## config.mk

```make
export PLATFORM = sky130hd
export DESIGN_NAME = timed_ignition_sequencer_unit
export DESIGN_NICKNAME = d
export VERILOG_FILES = /design/src/rtl/tis_pkg.sv /design/src/rtl/tis_ctrl.sv /design/src/rtl/tis_dp.sv /design/src/rtl/timed_ignition_sequencer_unit.sv
export SDC_FILE = /design/constraint.sdc
export NUM_CORES = 1
export LEC_CHECK = 0
export BUFFER_PORTS_ARGS = -buffer_cell sky130_fd_sc_hd__buf_4
export CAP_MARGIN = 20
export CELL_PAD_IN_SITES_DETAIL_PLACEMENT = 2
export CELL_PAD_IN_SITES_GLOBAL_PLACEMENT = 2
export CORE_ASPECT_RATIO = 1.5
export CORE_UTILIZATION = 30
export CTS_CLUSTER_SIZE = 30
export DETAILED_ROUTE_END_ITERATION = 6
export HOLD_SLACK_MARGIN = 0.02
export PLACE_DENSITY = 0.68
export SLEW_MARGIN = 20
export SYNTH_ARGS = -nofsm -noshare
export SYNTH_HDL_FRONTEND = slang
export SYNTH_HIERARCHICAL = 1
export SYNTH_SLANG_ARGS = --single-unit
```

## constraint.sdc

```tcl
create_clock -name aclk -period 7.04 [get_ports aclk]
set_clock_uncertainty 0.2 [all_clocks]
set_input_delay 0.352 -clock aclk [delete_from_list [all_inputs] [get_ports aclk]]
set_output_delay 0.352 -clock aclk [all_outputs]
set_load 0.1 [all_outputs]
```

## src/rtl/tis_pkg.sv

```systemverilog
package tis_pkg;

    localparam int NUM_STEPS = 7;
    localparam int STEP_W    = 3;
    localparam int CFG_IDX_W = 3;
    localparam int CFG_W     = 16;
    localparam int TIME_W    = 32;
    localparam int PHASE_W   = 3;
    localparam int RELAY_W   = 4;

    // Register indexes on the configuration port.
    localparam logic [CFG_IDX_W-1:0] CFG_VALVE_OPEN  = 3'd0;
    localparam logic [CFG_IDX_W-1:0] CFG_IGN_STOP    = 3'd1;
    localparam logic [CFG_IDX_W-1:0] CFG_VALVE_CLOSE = 3'd2;
    localparam logic [CFG_IDX_W-1:0] CFG_PURGE_START = 3'd3;
    localparam logic [CFG_IDX_W-1:0] CFG_CAMERA      = 3'd4;
    localparam logic [CFG_IDX_W-1:0] CFG_PURGE_END   = 3'd5;
    localparam logic [CFG_IDX_W-1:0] CFG_ARM_HOLD    = 3'd6;

    localparam logic [CFG_W-1:0] RST_VALVE_OPEN  = 16'd500;
    localparam logic [CFG_W-1:0] RST_IGN_STOP    = 16'd1500;
    localparam logic [CFG_W-1:0] RST_VALVE_CLOSE = 16'd6000;
    localparam logic [CFG_W-1:0] RST_PURGE_START = 16'd7000;
    localparam logic [CFG_W-1:0] RST_CAMERA      = 16'd7500;
    localparam logic [CFG_W-1:0] RST_PURGE_END   = 16'd12000;
    localparam logic [CFG_W-1:0] RST_ARM_HOLD    = 16'd3000;

    // Sequence steps in firing order; the value after the last one means done.
    localparam logic [STEP_W-1:0] STEP_IGN_ON    = 3'd0;
    localparam logic [STEP_W-1:0] STEP_VALVE_ON  = 3'd1;
    localparam logic [STEP_W-1:0] STEP_IGN_OFF   = 3'd2;
    localparam logic [STEP_W-1:0] STEP_VALVE_OFF = 3'd3;
    localparam logic [STEP_W-1:0] STEP_PURGE_ON  = 3'd4;
    localparam logic [STEP_W-1:0] STEP_CAMERA    = 3'd5;
    localparam logic [STEP_W-1:0] STEP_PURGE_OFF = 3'd6;
    localparam logic [STEP_W-1:0] STEP_DONE      = 3'd7;

    localparam logic [PHASE_W-1:0] PH_ALL_OFF   = 3'd0;
    localparam logic [PHASE_W-1:0] PH_IGN_ON    = 3'd1;
    localparam logic [PHASE_W-1:0] PH_VALVE_ON  = 3'd2;
    localparam logic [PHASE_W-1:0] PH_IGN_OFF   = 3'd3;
    localparam logic [PHASE_W-1:0] PH_VALVE_OFF = 3'd4;
    localparam logic [PHASE_W-1:0] PH_PURGING   = 3'd5;
    localparam logic [PHASE_W-1:0] PH_FINISHED  = 3'd6;

    // Bit positions in the relay vector.
    localparam int RLY_IGN   = 0;
    localparam int RLY_OX    = 1;
    localparam int RLY_PURGE = 2;
    localparam int RLY_CAM   = 3;

    typedef enum logic [3:0] {
        ST_IDLE = 4'b0001,
        ST_EVAL = 4'b0010,
        ST_STEP = 4'b0100,
        ST_EMIT = 4'b1000
    } state_t;

    typedef struct packed {
        logic capture;
        logic eval;
        logic step;
        logic load_out;
    } ctrl_cmd_t;

    typedef struct packed {
        logic run_poll;
        logic step_due;
    } dp_status_t;

    function automatic logic [RELAY_W-1:0] step_relays(input logic [STEP_W-1:0] k,
                                                       input logic [RELAY_W-1:0] r);
        logic [RELAY_W-1:0] res;
        res = r;
        case (k)
            STEP_IGN_ON:    res[RLY_IGN]   = 1'b1;
            STEP_VALVE_ON:  res[RLY_OX]    = 1'b1;
            STEP_IGN_OFF:   res[RLY_IGN]   = 1'b0;
            STEP_VALVE_OFF: res[RLY_OX]    = 1'b0;
            STEP_PURGE_ON:  res[RLY_PURGE] = 1'b1;
            STEP_CAMERA:    res[RLY_CAM]   = 1'b1;
            default:        res[RLY_PURGE] = 1'b0;
        endcase
        return res;
    endfunction

    function automatic logic [PHASE_W-1:0] step_phase(input logic [STEP_W-1:0] k);
        logic [PHASE_W-1:0] res;
        case (k)
            STEP_IGN_ON:    res = PH_IGN_ON;
            STEP_VALVE_ON:  res = PH_VALVE_ON;
            STEP_IGN_OFF:   res = PH_IGN_OFF;
            STEP_VALVE_OFF: res = PH_VALVE_OFF;
            STEP_PURGE_ON:  res = PH_PURGING;
            STEP_CAMERA:    res = PH_PURGING;
            default:        res = PH_FINISHED;
        endcase
        return res;
    endfunction

endpackage

```

## src/rtl/tis_ctrl.sv

```systemverilog
module tis_ctrl (
    input  logic                aclk,
    input  logic                aresetn,
    input  logic                s_tvalid,
    output logic                s_tready,
    output logic                m_tvalid,
    input  logic                m_tready,
    input  tis_pkg::dp_status_t status,
    output tis_pkg::ctrl_cmd_t  cmd
);

    tis_pkg::state_t state_reg, state_next;
    logic            out_valid_reg, out_valid_next;

    always_comb begin
        state_next = state_reg;
        cmd        = '0;
        case (state_reg)
            tis_pkg::ST_IDLE: begin
                if (s_tvalid) begin
                    cmd.capture = 1'b1;
                    state_next  = tis_pkg::ST_EVAL;
                end
            end
            tis_pkg::ST_EVAL: begin
                cmd.eval   = 1'b1;
                state_next = status.run_poll ? tis_pkg::ST_STEP : tis_pkg::ST_EMIT;
            end
            tis_pkg::ST_STEP: begin
                // One due step fires per cycle; the first step not yet due ends the poll.
                cmd.step = status.step_due;
                if (!status.step_due) begin
                    state_next = tis_pkg::ST_EMIT;
                end
            end
            tis_pkg::ST_EMIT: begin
                if (!out_valid_reg || m_tready) begin
                    cmd.load_out = 1'b1;
                    state_next   = tis_pkg::ST_IDLE;
                end
            end
            default: state_next = tis_pkg::ST_IDLE;
        endcase
    end

    always_comb begin
        out_valid_next = out_valid_reg;
        if (cmd.load_out) begin
            out_valid_next = 1'b1;
        end else if (m_tready) begin
            out_valid_next = 1'b0;
        end
    end

    always_ff @(posedge aclk) begin
        if (!aresetn) begin
            state_reg     <= tis_pkg::ST_IDLE;
            out_valid_reg <= 1'b0;
        end else begin
            state_reg     <= state_next;
            out_valid_reg <= out_valid_next;
        end
    end

    assign s_tready = (state_reg == tis_pkg::ST_IDLE);
    assign m_tvalid = out_valid_reg;

`ifndef SYNTH
    a_load_only_when_free: assert property (@(posedge aclk) disable iff (!aresetn)
        cmd.load_out |-> (!out_valid_reg || m_tready))
        else $error("result loaded over a result not yet taken");
    a_step_follows_eval: assert property (@(posedge aclk) disable iff (!aresetn)
        (state_reg == tis_pkg::ST_STEP) |-> ($past(state_reg) == tis_pkg::ST_EVAL
                                          || $past(state_reg) == tis_pkg::ST_STEP))
        else $error("step state entered without an evaluation");
    a_capture_idle: assert property (@(posedge aclk) disable iff (!aresetn)
        cmd.capture |=> (state_reg == tis_pkg::ST_EVAL))
        else $error("captured request not evaluated");
`endif

endmodule

```

## src/rtl/tis_dp.sv

```systemverilog
module tis_dp (
    input  logic                                  aclk,
    input  logic                                  aresetn,
    input  logic                                  cfg_valid,
    input  logic [tis_pkg::CFG_IDX_W-1:0]         cfg_index,
    input  logic [tis_pkg::CFG_W-1:0]             cfg_data,
    input  logic [tis_pkg::TIME_W-1:0]            now_ms,
    input  logic                                  ignition_button,
    input  logic                                  all_armed,
    input  logic                                  restart,
    input  tis_pkg::ctrl_cmd_t                    cmd,
    output tis_pkg::dp_status_t                   status,
    output logic [15:0]                           out_data
);

    logic [tis_pkg::CFG_W-1:0] valve_open_reg, ign_stop_reg, valve_close_reg;
    logic [tis_pkg::CFG_W-1:0] purge_start_reg, camera_reg, purge_end_reg, arm_hold_reg;

    logic [tis_pkg::TIME_W-1:0]  now_reg;
    logic                        button_reg, armed_reg, restart_reg;

    logic                        running_reg, running_next;
    logic [tis_pkg::STEP_W-1:0]  step_reg, step_next;
    logic [tis_pkg::TIME_W-1:0]  launch_reg, launch_next;
    logic [tis_pkg::TIME_W-1:0]  hold_reg, hold_next;
    logic [tis_pkg::RELAY_W-1:0] relay_reg, relay_next;
    logic [tis_pkg::PHASE_W-1:0] phase_reg, phase_next;
    logic                        waiting_reg, waiting_next;
    logic [tis_pkg::TIME_W-1:0]  elapsed_reg;
    logic [15:0]                 out_data_reg;

    logic [tis_pkg::CFG_W-1:0]   step_delay;
    logic [tis_pkg::TIME_W-1:0]  held_for;

    always_ff @(posedge aclk) begin
        if (!aresetn) begin
            valve_open_reg  <= tis_pkg::RST_VALVE_OPEN;
            ign_stop_reg    <= tis_pkg::RST_IGN_STOP;
            valve_close_reg <= tis_pkg::RST_VALVE_CLOSE;
            purge_start_reg <= tis_pkg::RST_PURGE_START;
            camera_reg      <= tis_pkg::RST_CAMERA;
            purge_end_reg   <= tis_pkg::RST_PURGE_END;
            arm_hold_reg    <= tis_pkg::RST_ARM_HOLD;
        end else if (cfg_valid) begin
            case (cfg_index)
                tis_pkg::CFG_VALVE_OPEN:  valve_open_reg  <= cfg_data;
                tis_pkg::CFG_IGN_STOP:    ign_stop_reg    <= cfg_data;
                tis_pkg::CFG_VALVE_CLOSE: valve_close_reg <= cfg_data;
                tis_pkg::CFG_PURGE_START: purge_start_reg <= cfg_data;
                tis_pkg::CFG_CAMERA:      camera_reg      <= cfg_data;
                tis_pkg::CFG_PURGE_END:   purge_end_reg   <= cfg_data;
                tis_pkg::CFG_ARM_HOLD:    arm_hold_reg    <= cfg_data;
                default: ;
            endcase
        end
    end

    // Step k is due once the elapsed time reaches the delay of register k-1.
    always_comb begin
        case (step_reg)
            tis_pkg::STEP_VALVE_ON:  step_delay = valve_open_reg;
            tis_pkg::STEP_IGN_OFF:   step_delay = ign_stop_reg;
            tis_pkg::STEP_VALVE_OFF: step_delay = valve_close_reg;
            tis_pkg::STEP_PURGE_ON:  step_delay = purge_start_reg;
            tis_pkg::STEP_CAMERA:    step_delay = camera_reg;
            tis_pkg::STEP_PURGE_OFF: step_delay = purge_end_reg;
            default:                 step_delay = '0;
        endcase
    end

    assign held_for        = now_reg - hold_reg;
    assign status.run_poll = running_reg && !restart_reg;
    assign status.step_due = (step_reg != tis_pkg::STEP_DONE)
                          && (elapsed_reg >= {16'd0, step_delay});

    always_comb begin
        running_next = running_reg;
        step_next    = step_reg;
        launch_next  = launch_reg;
        hold_next    = hold_reg;
        relay_next   = relay_reg;
        phase_next   = phase_reg;
        waiting_next = waiting_reg;
        if (cmd.eval) begin
            waiting_next = 1'b0;
            if (restart_reg) begin
                // Relays and the hold start survive a restart.
                running_next = 1'b0;
                step_next    = tis_pkg::STEP_IGN_ON;
                launch_next  = '0;
                phase_next   = tis_pkg::PH_ALL_OFF;
            end else if (!running_reg) begin
                if (!button_reg) begin
                    hold_next    = now_reg;
                    waiting_next = 1'b1;
                end else if (held_for >= {16'd0, arm_hold_reg} && armed_reg) begin
                    hold_next    = '0;
                    running_next = 1'b1;
                    step_next    = tis_pkg::STEP_IGN_ON;
                    launch_next  = now_reg;
                end
            end
        end else if (cmd.step) begin
            relay_next = tis_pkg::step_relays(step_reg, relay_reg);
            phase_next = tis_pkg::step_phase(step_reg);
            step_next  = step_reg + 3'd1;
        end
    end

    always_ff @(posedge aclk) begin
        if (!aresetn) begin
            running_reg <= 1'b0;
            step_reg    <= tis_pkg::STEP_IGN_ON;
            launch_reg  <= '0;
            hold_reg    <= '0;
            relay_reg   <= '0;
            phase_reg   <= tis_pkg::PH_ALL_OFF;
            waiting_reg <= 1'b0;
        end else begin
            running_reg <= running_next;
            step_reg    <= step_next;
            launch_reg  <= launch_next;
            hold_reg    <= hold_next;
            relay_reg   <= relay_next;
            phase_reg   <= phase_next;
            waiting_reg <= waiting_next;
        end
    end

    always_ff @(posedge aclk) begin
        if (cmd.capture) begin
            now_reg     <= now_ms;
            button_reg  <= ignition_button;
            armed_reg   <= all_armed;
            restart_reg <= restart;
        end
        if (cmd.eval) begin
            elapsed_reg <= now_reg - launch_reg;
        end
        if (cmd.load_out) begin
            out_data_reg <= {6'd0,
                             waiting_reg,
                             (phase_reg == tis_pkg::PH_FINISHED),
                             running_reg,
                             phase_reg,
                             relay_reg[tis_pkg::RLY_CAM],
                             relay_reg[tis_pkg::RLY_PURGE],
                             relay_reg[tis_pkg::RLY_OX],
                             relay_reg[tis_pkg::RLY_IGN]};
        end
    end

    assign out_data = out_data_reg;

`ifndef SYNTH
    a_idle_at_first_step: assert property (@(posedge aclk) disable iff (!aresetn)
        !running_reg |-> (step_reg == tis_pkg::STEP_IGN_ON))
        else $error("sequence advanced without a launch");
    a_finished_means_done: assert property (@(posedge aclk) disable iff (!aresetn)
        (phase_reg == tis_pkg::PH_FINISHED) |-> (step_reg == tis_pkg::STEP_DONE))
        else $error("finished phase with steps still pending");
    a_no_step_past_done: assert property (@(posedge aclk) disable iff (!aresetn)
        cmd.step |-> (step_reg != tis_pkg::STEP_DONE && running_reg))
        else $error("step fired after the sequence completed");
`endif

endmodule

```

## src/rtl/timed_ignition_sequencer_unit.sv

```systemverilog
// Channel   | Direction | Handshake           | Contents
// s_        | in        | s_tvalid/s_tready   | poll: time, buttons; tuser = restart
// m_        | out       | m_tvalid/m_tready   | relays, phase, running, finished, waiting
// cfg_      | in        | cfg_valid/cfg_ready | register index and 16-bit value
//
// A request passes through capture, evaluation and output; while a sequence runs and
// the request is no restart, a step loop comes between evaluation and output,
// firing at most one due step per cycle.
// A finished result waits in the output register; the next request is accepted
// while it waits, and its own result is held back until the register is free.
// Reset is synchronous on aresetn low; configuration writes are always accepted.
module timed_ignition_sequencer_unit (
    input  logic        aclk,
    input  logic        aresetn,
    input  logic        s_tvalid,
    output logic        s_tready,
    input  logic [39:0] s_tdata,   // [31:0] now_ms, [32] ignition_button, [33] all_armed
    input  logic        s_tuser,   // [0] restart
    output logic        m_tvalid,
    input  logic        m_tready,
    // [0] igniter_drive, [1] oxidizer_relays, [2] purge_relay, [3] camera_signal,
    // [6:4] phase, [7] running, [8] finished, [9] waiting
    output logic [15:0] m_tdata,
    input  logic        cfg_valid,
    output logic        cfg_ready,
    input  logic [2:0]  cfg_index,
    input  logic [15:0] cfg_data
);

    tis_pkg::ctrl_cmd_t  cmd;
    tis_pkg::dp_status_t status;

    assign cfg_ready = 1'b1;

    tis_ctrl u_ctrl (
        .aclk     (aclk),
        .aresetn  (aresetn),
        .s_tvalid (s_tvalid),
        .s_tready (s_tready),
        .m_tvalid (m_tvalid),
        .m_tready (m_tready),
        .status   (status),
        .cmd      (cmd)
    );

    tis_dp u_dp (
        .aclk            (aclk),
        .aresetn         (aresetn),
        .cfg_valid       (cfg_valid),
        .cfg_index       (cfg_index),
        .cfg_data        (cfg_data),
        .now_ms          (s_tdata[31:0]),
        .ignition_button (s_tdata[32]),
        .all_armed       (s_tdata[33]),
        .restart         (s_tuser),
        .cmd             (cmd),
        .status          (status),
        .out_data        (m_tdata)
    );

endmodule

```

== After elaboration in Yosys (flattened, before gate mapping) ==
Index checks and enable logic that the tools add are counted.

* Add/subtract/negate cells: 3
* Eq/ne operators: 27
* Mux-type cells: 40
* Reductions and logical operators: 32
* Div/mod/pow operators: 0
* Order comparisons: 2
* Shift-type cells: 0
* Bitwise gates (word level): 4
* Multipliers: 0

{| class="wikitable"
|+ Operator list
! cell !! number
|-
| 32-bit 2-to-1 mux || 6
|-
| 16-bit one-hot mux with 6 select lines || 1
|-
| 32-bit by 16-bit >= comparator with 1-bit output || 2
|-
| 32-bit subtractor || 2
|-
| 3-bit 2-to-1 mux || 9
|-
| 3-bit == test (second input constant) || 7
|-
| 4-bit 2-to-1 mux || 4
|-
| 4-bit one-hot mux with 4 select lines || 1
|-
| 2-bit AND reduction || 8
|-
| 1-bit 2-to-1 mux || 15
|-
| 3-bit one-hot mux with 5 select lines || 1
|-
| 3-bit AND reduction || 5
|-
| 3-bit by 2-bit == test with 1-bit output (second input constant) || 4
|-
| 4-bit AND reduction || 3
|-
| 2-bit nonzero test || 6
|-
| 3-bit by 1-bit == test with 1-bit output (second input constant) || 2
|-
| 3-bit logical NOT || 2
|-
| 2-bit by 1-bit inequality test with 1-bit output (second input constant) || 3
|-
| 2-bit inequality test (second input constant) || 3
|-
| 3-bit by 1-bit inequality test with 1-bit output (second input constant) || 2
|-
| 1-bit one-hot mux with 2 select lines || 3
|-
| 5-bit OR reduction || 1
|-
| 4-bit by 1-bit == test with 1-bit output (second input constant) || 1
|-
| 4-bit by 2-bit == test with 1-bit output (second input constant) || 1
|-
| 10 further kinds || 16
|}

* Word-level logic and storage cells: 133
* Input port bits: 65
* Latch bits: 0
* Memories: 0
* Output and inout bits: 19
* Memory bits (read-only): 0
* Register bits after elaboration: 270
* Bits in writable memories: 0

== Longest topological paths before layout ==
Gate-level depths: netlist of the first run.

* Word-level depth: 8
* Gate-level depth with buffers: 26

== Modules after synthesis ==
The synthesis of the first run kept the hierarchy.

{| class="wikitable"
|+ By module, submodules not included
! module !! sequential area each (µm²) !! times used !! cells an instance !! area an instance (µm²)
|-
| tis_dp || 6075.8 || 1 || 1512 || 13759.4
|-
| tis_ctrl || 100.1 || 1 || 31 || 314.1
|-
| timed_ignition_sequencer_unit || 0.0 || 1 || 2 || 11.3
|}

== Least setup slack after synthesis of the first run ==
Ideal clock, no wire load.

* Kind: reg2reg
* Start point: register u_dp/step_reg[2] (netlist name)
* End point: register u_dp/phase_reg[0] (netlist name)
* Slack: 1.889 ns
* Period minus slack after synthesis: 5.151 ns
* Arrival time: 4.824 ns
* Stages on the path, launching flop included: 27
* Data required time: 6.712 ns
* Cell sequence: dfxtp_1 > buf_1 > clkbuf_1 > inv_1 > ha_1 > buf_1 > a222oi_1 > nand2_1 > ha_1 > nand2b_1 > a21o_1 > a21o_1 > a21o_1 > a21o_1 > a21o_1 > a211oi_1 > o31a_1 > o21ai_0 > a21oi_1 > o22ai_1 > nand3b_1 > nor3_1 > nor2b_1 > clkbuf_1 > a21oi_1 > a32oi_1 > nor2_1

{| class="wikitable"
|+ RTL lines
! item !! RTL line !! source
|-
| start, declared || tis_dp.sv:23 || <nowiki>logic [tis_pkg::STEP_W-1:0] step_reg, step_next;</nowiki>
|-
| start signal, assigned || tis_dp.sv:113 || <nowiki>step_reg <= tis_pkg::STEP_IGN_ON;</nowiki>
|-
| start signal, assigned || tis_dp.sv:121 || <nowiki>step_reg <= step_next;</nowiki>
|-
| end signal, assigned || tis_dp.sv:117 || <nowiki>phase_reg <= tis_pkg::PH_ALL_OFF;</nowiki>
|-
| end signal, assigned || tis_dp.sv:125 || <nowiki>phase_reg <= phase_next;</nowiki>
|-
| end, declared || tis_dp.sv:27 || <nowiki>logic [tis_pkg::PHASE_W-1:0] phase_reg, phase_next;</nowiki>
|}

== Final worst setup path of the first run ==
* Start point: register u_dp/now_reg[8] (netlist name)
* End point: register u_dp/hold_reg[22] (netlist name)

* Longest elaborated chain between the ends: 5

{| class="wikitable"
|+ Ends and longest elaborated chain
! item !! RTL line !! source
|-
| start, declared || tis_dp.sv:19 || <nowiki>logic [tis_pkg::TIME_W-1:0] now_reg;</nowiki>
|-
| start signal, assigned || tis_dp.sv:132 || <nowiki>now_reg <= now_ms;</nowiki>
|-
| 32-bit subtractor || tis_dp.sv:71 || <nowiki>assign held_for = now_reg - hold_reg;</nowiki>
|-
| 32-bit by 16-bit >= comparator with 1-bit output || tis_dp.sv:96 || <nowiki>end else if (held_for >= {16'd0, arm_hold_reg} && armed_reg) begin</nowiki>
|-
| 1-bit logical AND || tis_dp.sv:96 ||
|-
| 2-bit inequality test (no line) || - ||
|-
| 4-bit AND reduction (no line) || - ||
|-
| end signal, assigned || tis_dp.sv:123 || <nowiki>hold_reg <= hold_next;</nowiki>
|-
| end, declared || tis_dp.sv:25 || <nowiki>logic [tis_pkg::TIME_W-1:0] hold_reg, hold_next;</nowiki>
|}

No other way between the ends.
A chain may end at the register's enable or synchronous reset.

==> impl_metrics.csv, run 1 <==
group,metric,value,unit
finish,antenna_cells,0,
clocking,h-tree-depth,1,
sta,rsz0062_at_grt,"no",
yosys,synth_edf_count,77,
yosys,synth-xor-area-share,0.0255,
critical_path,reg2reg_to,"u_dp/hold_reg[22]$_SDFFE_PN0P_",
critical_path,cp-end-kind,"register",
critical_path,cpMaxStageDelayCell,"edfxtp_1",
yosys,ys_seq_elements,270,
min_path,min_path_type,"in -> reg",
clocking,cts_tree,"yes",
critical_path,path_cells,"ha_1 > a21oi_1 > o21ai_0 > nor3_1 > a211o_1 > nand2_1 > xor2_1 > ha_1 > a21oi_1 > a2bb2oi_1 > o221a_2 > nand4_1 > a211oi_1 > o211ai_1 > nor4_2 > a41oi_1 > or3_4 > o31ai_4 > buf_4 > a22o_1",
min_path,holdPathStages,4,
critical_path,critPathBufInv,1,
die,die_x,179,um
power_and_ir_drop,finalPower,3.88,mW
detailed_routing,drtPass1Iterations,5,
clocking,cts_resized,0,
critical_path,crit_path_start_kind,"register",
finish,drive_above_1_share,0.109,
die,die_h,267,um
clocking,cts.clk_slew.worst_paths,0.07,ns
critical_path,rr_startpoint,"u_dp/now_reg[8]$_DFFE_PP_",
placement,dp_hpwl,34700,um
grt,gr-total-overflow,0,
clocking,cts_root_buf,"clkbuf_16",
finish,layout.nets,1809,
detailed_routing,drc,0,
grt,grt_pass1_wl,75600,um
die,core-area,46000,um2
detailed_routing,vias,12000,
yosys,synth_top_family_by_area,"compound AO/OA/AOI/OAI gates",
finish,multi_input_area,7190,um2
placement,port_buffers,70,
power_and_ir_drop,power_leakage,6.29,nW
critical_path,cp_top_family,"compound AO/OA/AOI/OAI gates",
sta,max_slew.worst_pin.slew,1.11,ns
die,die_area,47800,um2
critical_path,crit_fanout,31,
die,rows,96,
critical_path,worstPathRequired,7.36,ns
critical_path,worst-r2r-setup-slack,1.11,ns
sta,timing.setup.tns,0,ns
detailed_routing,avgRoutedWirePerCell,21.6,um
yosys,ys_types,89,
finish,area_growth,18.5,%
critical_path,reg2regPathDepth,20,
sta,finalHoldViolCount,0,
yosys,synth-simple-area-share,0.167,
status,status,"finished clean",
placement,gp_congestion,0.830,
finish,post-route-util,0.363,
yosys,synthArstFlopShare,0,
sta,finalSetupViolations,0,
finish,fillers,5041,
yosys,syn_area,14100,um2
min_path,hold_end,"u_dp/camera_reg[4]$_SDFFE_PN0P_",
critical_path,slowest_delay,0.55,ns
sta,slew_violations,0,
die,io_pins,84,
die,initial_core_util,0.306,
sta,period_share,0.843,
detailed_routing,drtIter0Drc,445,
yosys,synthAdderAreaFrac,0.0917,
detailed_routing,routed_wl,48700,um
sta,min_period,5.93,ns
yosys,syn_area_per_cell,9.12,um2
yosys,synth_ff_type,"dfxtp_1",
finish,design_area,16700,um2
clocking,clk_latency,0.59,ns
power_and_ir_drop,peakVddDrop,0.174,mV
grt,grt.total_usage,0.207,
grt,antenna_found_initial,0,
sta,relSlewSlack,0.259,
critical_path,critPathKind,"reg -> reg",
sta,finalWorstSetupSlack,1.11,ns
detailed_routing,avgViaCountPerCell,5.31,
yosys,synthCells,1545,
yosys,ys_seq_area_frac,0.438,
yosys,synth_warnings,6,
flow_run,maxCapViolations,0,
clocking,numCtsBuffers,30,
min_path,hp-start,"cfg_index[1]",
grt,grt_max_degree,67,
yosys,synth-compound-area-share,0.210,
clocking,clockBufferDepth,3,
power_and_ir_drop,power.density,232,nW/um2
placement,post_dp_cell_area,15100,um2
finish,seq_area,6180,um2
critical_path,worstPathArrival,6.25,ns
detailed_routing,ant_nets,0,
clocking,cts.sinks,270,
sta,fmax,169,MHz
placement,pre_cts_ws,1.10,ns
yosys,synthMuxAreaShare,0.0110,
grt,grt_pass1_vias,13400,
## repair_timing
action / in CTS / in global routing
setup buffers: 0 / 0
endpoints found under the hold margin: 150 / 0
hold buffers: 53 / 0
## how the worst max path moves through the flow
| stage | start | to | slack (ns) | cells past startpoint |
|---|---|---|---|---|
| after floorplan | u_dp/step_reg[2]$_SDFFE_PN0P_ | u_dp/phase_reg[0]$_SDFFE_PN0P_ | 1.89 | 26 |
| after global placement | u_dp/now_reg[8]$_DFFE_PP_ | u_dp/hold_reg[26]$_SDFFE_PN0P_ | 1.20 | 20 |
| after detailed placement | u_dp/now_reg[8]$_DFFE_PP_ | u_dp/hold_reg[6]$_SDFFE_PN0P_ | 1.10 | 20 |
| after CTS | u_dp/now_reg[8]$_DFFE_PP_ | u_dp/hold_reg[6]$_SDFFE_PN0P_ | 1.06 | 20 |
| after global routing | u_dp/now_reg[8]$_DFFE_PP_ | u_dp/hold_reg[22]$_SDFFE_PN0P_ | 0.70 | 20 |
| final | u_dp/now_reg[8]$_DFFE_PP_ | u_dp/hold_reg[22]$_SDFFE_PN0P_ | 1.11 | 20 |
## per-layer routing
metal	vias to the layer above	GRT usage	routed length, um
met5	-	0	0
met4	0	0.0653	1300
met3	61	0.0251	1410
met2	192	0.413	27200
met1	5994	0.216	18800
li1	5716	-	-
## cell families after synthesis
| logic type | Yosys count |
|---|---|
| AOI/OAI and AO/OA | 423 |
| xor gates and xnor gates | 41 |
| adders and majority gates | 102 |
| buffers and inverters | 177 |
| DFF | 270 |
| muxes | 14 |
| other | 2 |
| and+or+nand+nor | 516 |
## cells in the final DEF (no fill, tap or decap), drive strengths merged, types with 24 or more instances in the layout
cell,count
inv,102
ha,100
edfxtp,77
a21o,25
nor2,64
a21oi,141
xnor2,24
nand2,279
clkbuf,42
nand3,60
dfxtp,193
o21ai,41
a22o,64
buf,82
dlygate4sd3,53
## stage by stage
step	std cells	hold slack, ns
5_1_grt	2254	0.0653
3_3_place_gp	2145	0.226
4_1_cts	2254	0.0358
2_1_floorplan	1550	0.209
6_report	2254	0.0646
3_5_place_dp	2145	0.231
## synth_stat cells, drive strengths merged, types with 17 or more instances
cell,instances,area share
edfxtp,77,0.16
a22o,64,0.040
o21ai,41,0.015
nor2b,18,0.0082
xnor2,24,0.015
a21oi,141,0.050
o21a,17,0.0091
inv,102,0.027
nand3,60,0.021
a21o,25,0.013
xor2,17,0.011
nand2,279,0.074
nor2,64,0.017
ha,100,0.089
clkbuf,49,0.013
buf,26,0.016
dfxtp,193,0.27
nor3,19,0.0071
## cell type report
| class | instances | area share |
|---|---|---|
| multi-input combinational | 1103 | 0.431 |
| sequential | 270 | 0.370 |
| timing repair buffer | 135 | 0.0687 |
| clock buffer | 42 | 0.0538 |
| tap | 588 | 0.0441 |
| inverter | 102 | 0.0229 |
| clock inverter | 14 | 0.00967 |
## power by group
group / internal (mW) / switching [mW]
Clock: 0.999 / 0.689
Sequential: 1.65 / 0.0417
Combinational: 0.193 / 0.310
## tightest hold or removal path, stage by stage
cell,delay [ns]
buf_4,0.15
nor3_4,0.14
nand2_1,0.10
a21oi_1,0.05
(Power assumes the default switching activity.)
==> inputs of run 2 (changes only) <==
Clock period 7.04 ns to 6.2 ns, I/O delays scaled along.
==> run 2 against run 1 <==
Sequential cell count is the same. Combinational power grew 16%. Register-to-register slack got worse by 0.64 ns. Via count rose by 0.85%. Non-clock buffer count up 15. Sequential power grew 13%. Clock-buffer cell count fell by 5. Power is 12% higher. Fmax increased by 3.5%. Clock power grew 9%.
==> impl_metrics.csv, run 2 (synthesis gave the netlist of run 1 again) <==
group,metric,value,unit
status,status,"finished clean",
clocking,cts.sinks,270,
sta,min_period,5.73,ns
placement,gp_congestion,0.849,
power_and_ir_drop,power.density,259,nW/um2
critical_path,worstPathRequired,6.51,ns
power_and_ir_drop,power_leakage,6.32,nW
finish,final_common_cell,"nand2_1",
detailed_routing,avgRoutedWirePerCell,21.5,um
die,die_h,267,um
clocking,clockBufferDepth,3,
min_path,min_path_type,"in -> reg",
detailed_routing,vias,12100,
sta,fmax,174,MHz
critical_path,slowest_delay,0.49,ns
detailed_routing,drc,0,
sta,hold_ws,0.0541,ns
power_and_ir_drop,peakVddDrop,0.209,mV
sta,period_share,0.924,
critical_path,crit_fanout,31,
critical_path,critPathKind,"reg -> reg",
finish,drive_above_1_share,0.112,
grt,grt_pass1_vias,13500,
die,core-area,46000,um2
die,die_x,179,um
sta,slew_violations,0,
detailed_routing,drtPass1Iterations,5,
clocking,cts_tree,"yes",
power_and_ir_drop,finalPower,4.34,mW
sta,max_slew.worst_pin.slew,1.09,ns
placement,pre_cts_ws,0.491,ns
clocking,cts.clk_slew.worst_paths,0.06,ns
finish,multi_input_area,7180,um2
die,io_pins,84,
detailed_routing,drtIter0Drc,443,
grt,grt_pass1_wl,75800,um
finish,area_growth,19.0,%
sta,finalHoldViolCount,0,
sta,relSlewSlack,0.273,
critical_path,cp-end-kind,"register",
min_path,holdPathStages,2,
grt,grt_max_degree,67,
detailed_routing,wl_met3,1050,um
clocking,numCtsBuffers,30,
critical_path,path_depth,20,
placement,port_buffers,70,
finish,antenna_cells,0,
detailed_routing,wl_met2,27100,um
sta,timing.setup.tns,0,ns
finish,layout.nets,1824,
grt,gr-total-overflow,0,
die,rows,96,
detailed_routing,avgViaCountPerCell,5.32,
critical_path,crit_path_start_kind,"register",
detailed_routing,drt-met1-wl,18800,um
detailed_routing,routed_wl,48800,um
detailed_routing,top_layer_used,"met4",
placement,dp_hpwl,35700,um
clocking,clk_latency,0.58,ns
sta,rsz0062_at_grt,"no",
finish,post-route-util,0.364,
finish,final_cell_mix,"nand2_1 (279), dfxtp_1 (193), a21oi_1 (141), inv_1 (101), ha_1 (100)",
detailed_routing,ant_nets,0,
critical_path,worstPathArrival,6.04,ns
critical_path,cpMaxStageDelayCell,"or3_4",
finish,seq_area,6180,um2
critical_path,path_cells,"ha_1 > nor2b_1 > o31a_1 > a21oi_1 > a211o_1 > nand2_1 > xor2_1 > ha_1 > a21oi_1 > a2bb2oi_1 > o221a_2 > nand4_1 > a211oi_1 > o211ai_1 > nor4_2 > a41oi_1 > or3_4 > o31ai_4 > buf_12 > a22o_1",
sta,finalWorstSetupSlack,0.469,ns
sta,finalSetupViolations,0,
clocking,cts_root_buf,"clkbuf_16",
die,die_area,47800,um2
grt,grt.total_usage,0.206,
finish,fillers,5131,
flow_run,maxCapViolations,0,
clocking,h-tree-depth,1,
grt,antenna_found_initial,0,
critical_path,critPathBufInv,1,
critical_path,reg2regPathDepth,20,
critical_path,cp_top_family,"compound AO/OA/AOI/OAI gates",
die,initial_core_util,0.306,
run 2: final cells by class:
class	instances	share of cell area
Clock buffer	37	0.0475
Clock inverter	19	0.0125
Inverter	102	0.0228
Multi-Input combinational cell	1103	0.428
Sequential cell	270	0.368
Tap cell	588	0.0439
Timing Repair Buffer	150	0.0769
run 2: power breakdown:
part           internal [mW]  leakage [nW]  switching, mW  total, mW
combinational          0.226          3.57          0.355      0.581
clock                   1.08         0.481          0.765       1.84
sequential              1.87          2.27         0.0443       1.91
total                   3.17          6.32           1.16       4.34
run 2: timing repair:
action,CTS,global route
buffers inserted,0,0
gates resized for setup,0,0
hold buffers,55,0
endpoints found under the hold margin,150,0
run 2: layer usage:
metal,up-vias,track usage
li1,5747,-
met1,6055,0.214
met2,173,0.413
met3,90,0.0202
met4,0,0.0792
met5,-,0
run 2: metrics by stage:
step / instance area (um2) / instances
CTS: 16800 / 2269
detailed placement: 15200 / 2158
global placement: 15200 / 2158
floorplan: 14100 / 1550
finish: 16800 / 2269
global route: 16800 / 2269
run 2: final timing paths:
path | startpoint | endpoint | slack [ns]
max | u_dp/now_reg[1]$_DFFE_PP_ | u_dp/hold_reg[8]$_SDFFE_PN0P_ | 0.47
min | aresetn | u_dp/purge_end_reg[13]$_SDFFE_PN1P_ | 0.05
max reg2reg | u_dp/now_reg[1]$_DFFE_PP_ | u_dp/hold_reg[8]$_SDFFE_PN0P_ | 0.47
min reg2reg | u_dp/relay_reg[3]$_SDFFE_PN0P_ | u_dp/out_data[3]$_DFFE_PP_ | 0.24
==> inputs of run 3 (changes only) <==
Settings changed: SYNTH_HIERARCHICAL 1 to not set.
==> run 3 against run 2 <==
The run now ends with DRC left. Via count rose by 2.2%. Worst hold slack got worse by 0.012 ns. Cell count rose by 1.6%. Synthesized cell count rose by 2.5%. Sequential cell count did not move. Fmax fell by 0.93%. Wire length fell by 2.0%. Cell area rose by 0.71%. Register-to-register slack got worse by 0.05 ns. Critical path depth did not move. Clock-buffer cell count rose by 9. Power rose by 21%.
==> impl_metrics.csv, run 3 <==
group,metric,value,unit
status,status,"complete, but fails checks",
status,violations,"DRC",
placement,port_buffers,70,
yosys,synth_top_area_frac,0.272,
clocking,clockBufferDepth,3,
finish,layout.nets,1854,
detailed_routing,drtPass1Iterations,7,
finish,drive_above_1_share,0.101,
power_and_ir_drop,clkPwrFrac,0.337,
sta,hold_ws,0.0422,ns
finish,final_cell_mix,"nand2_1 (272), dfxtp_1 (193), a21oi_1 (153), inv_1 (107), ha_1 (100)",
sta,slew_violations,0,
sta,relSlewSlack,0.270,
min_path,hp-start,"aresetn",
yosys,synth_warnings,0,
yosys,synth_ff_type,"dfxtp_1",
clocking,numCtsBuffers,30,
power_and_ir_drop,switching_share,0.334,
sta,max_slew.worst_pin.slew,1.09,ns
grt,gr-total-overflow,0,
power_and_ir_drop,p_seq_frac,0.395,
yosys,ys_seq_area_frac,0.435,
power_and_ir_drop,peakVddDrop,0.197,mV
critical_path,worstPathRequired,6.51,ns
clocking,h-tree-depth,1,
grt,antenna_found_initial,0,
sta,rsz0062_at_grt,"no",
detailed_routing,drtIter0Drc,420,
grt,grt_max_degree,78,
detailed_routing,routed_wl,47800,um
detailed_routing,ant_nets,0,
detailed_routing,drc,12,
grt,grt_pass1_wl,75100,um
yosys,synth_area_leader_cell,"dfxtp_1",
min_path,min_path_type,"in -> reg",
die,rows,97,
die,die_area,48300,um2
sta,finalHoldViolCount,0,
grt,grt_pass1_vias,13500,
yosys,ys_top_cells_by_area,"dfxtp_1 (27%), edfxtp_1 (16%), ha_1 (8.8%)",
yosys,syn_area,14200,um2
clocking,cts_tree,"yes",
yosys,synth_edf_count,77,
clocking,clk_latency,0.59,ns
die,io_pins,84,
sta,timing.setup.tns,0,ns
power_and_ir_drop,power_leakage,6.39,nW
power_and_ir_drop,power.density,310,nW/um2
clocking,cts.sinks,270,
power_and_ir_drop,switchingPower,1.75,mW
critical_path,crit_path_start,"u_dp.now_reg[1]$_DFFE_PP_",
clocking,cts.clk_slew.worst_paths,0.06,ns
sta,period_share,0.933,
critical_path,worst-r2r-setup-slack,0.41,ns
power_and_ir_drop,p_int,3.49,mW
yosys,synthMostInstantiatedCell,"nand2_1",
detailed_routing,avgRoutedWirePerCell,20.7,um
clocking,cts_root_buf,"clkbuf_16",
critical_path,reg2regPathDepth,20,
yosys,ys_seq_elements,270,
die,die_x,180,um
critical_path,reg2reg_to,"u_dp.launch_reg[0]$_SDFFE_PN0P_",
yosys,synthCells,1583,
yosys,synthArstFlopShare,0,
grt,grt.total_usage,0.197,
detailed_routing,vias,12300,
min_path,hold_end,"u_dp.valve_close_reg[12]$_SDFFE_PN1P_",
sta,min_period,5.79,ns
clocking,post-cts-setup-buffers,0,
placement,pre_cts_ws,0.286,ns
critical_path,crit_path_start_kind,"register",
sta,finalWorstSetupSlack,0.415,ns
placement,gp_congestion,0.816,
yosys,ys_types,78,
yosys,synth_common_cells,"nand2_1 (272), dfxtp_1 (193), a21oi_1 (154)",
die,die_h,269,um
sta,finalSetupViolations,0,
critical_path,crit_fanout,32,
yosys,syn_area_per_cell,8.98,um2
die,initial_core_util,0.304,
finish,final_common_cell,"nand2_1",
critical_path,worstPathArrival,6.09,ns
critical_path,cp-end-kind,"register",
critical_path,critPathKind,"reg -> reg",
power_and_ir_drop,combPwrFrac,0.268,
detailed_routing,avgViaCountPerCell,5.35,
sta,fmax,173,MHz
min_path,holdPathStages,2,
finish,area_growth,18.8,%
critical_path,rr_startpoint,"u_dp.now_reg[1]$_DFFE_PP_",
placement,dp_hpwl,35200,um
die,core-area,46700,um2
flow_run,maxCapViolations,0,
-- run 3: worst max path at each step --
stage	slack, ns	cells past startpoint	end
after floorplan	1.05	20	u_dp.launch_reg[10]$_SDFFE_PN0P_
after global placement	0.45	20	u_dp.hold_reg[4]$_SDFFE_PN0P_
after detailed placement	0.29	20	u_dp.hold_reg[13]$_SDFFE_PN0P_
after CTS	0.26	20	u_dp.hold_reg[13]$_SDFFE_PN0P_
after global routing	0.05	20	u_dp.launch_reg[0]$_SDFFE_PN0P_
final	0.41	20	u_dp.launch_reg[0]$_SDFFE_PN0P_
-- run 3: final cells by class --
type | instances | area, um2
antenna | 1 | 2.50
clock buffer | 46 | 905
clock inverter | 9 | 48.8
fill | 5135 | 29800
inverter | 108 | 405
multi-input combinational | 1130 | 7350
sequential | 270 | 6180
tap | 594 | 743
timing repair buffer | 147 | 1260
-- run 3: logic make-up (layout without fill, tap and decap cells) --
logic type               Yosys count  in the layout  synth area share
AND/OR/NAND/NOR                  519            519             0.166
AO/OA/AOI/OAI                    433            433             0.208
flip-flops                       270            270             0.435
buffers and inverters            188            310            0.0535
adder cells (fa/ha/maj)          102            102            0.0909
XOR/XNOR                          48             48            0.0296
multiplexers                      21             21            0.0165
other                              2              8          0.000528
-- run 3: what timing repair did --
item                       CTS  global route
hold endpoints to repair   152             0
setup endpoints to repair    0            56
gates resized for setup      0             2
hold buffers                56             0
-- run 3: layer usage --
| metal | wire [um] | GRT usage | part of all wire |
|---|---|---|---|
| met1 | 19600 | 0.219 | 0.41 |
| met2 | 25900 | 0.392 | 0.54 |
| met3 | 1070 | 0.0174 | 0.022 |
| met4 | 1220 | 0.0620 | 0.026 |
| met5 | 0 | 0 | 0 |
-- run 3: critical path: stages (launching register included) --
cell       delay, ns
edfxtp_1        0.47
ha_1            0.30
nor2b_1         0.14
o2111ai_1       0.23
a41oi_1         0.21
nor3_2          0.27
o21bai_1        0.10
a21oi_1         0.19
xnor2_1         0.15
ha_1            0.29
a21oi_1         0.16
o21ai_0         0.13
a2111oi_0       0.40
a211oi_1        0.23
or4_1           0.56
or4_4           0.52
nor4_4          0.38
a21oi_2         0.15
a31oi_4         0.21
buf_12          0.21
a22o_1          0.19
-- run 3: power groups by stage --
stage | logic, mW | clock network [mW] | registers (mW)
3_5_place_dp | 1.37 | 0 | 2.11
2_1_floorplan | 0.959 | 0 | 2.09
5_1_grt | 1.55 | 1.88 | 2.08
3_3_place_gp | 1.32 | 0 | 2.10
6_report | 1.40 | 1.76 | 2.07
4_1_cts | 1.42 | 1.82 | 2.07
-- run 3: per-stage QoR --
step           total power, mW  area, um2   util  instances
6_report                  5.24      16900  0.361       2305
5_1_grt                   5.52      16900  0.361       2304
4_1_cts                   5.31      16900  0.361       2304
3_5_place_dp              3.48      15400  0.329       2193
3_3_place_gp              3.42      15400  0.329       2193
2_1_floorplan             3.05      14200      -       1588
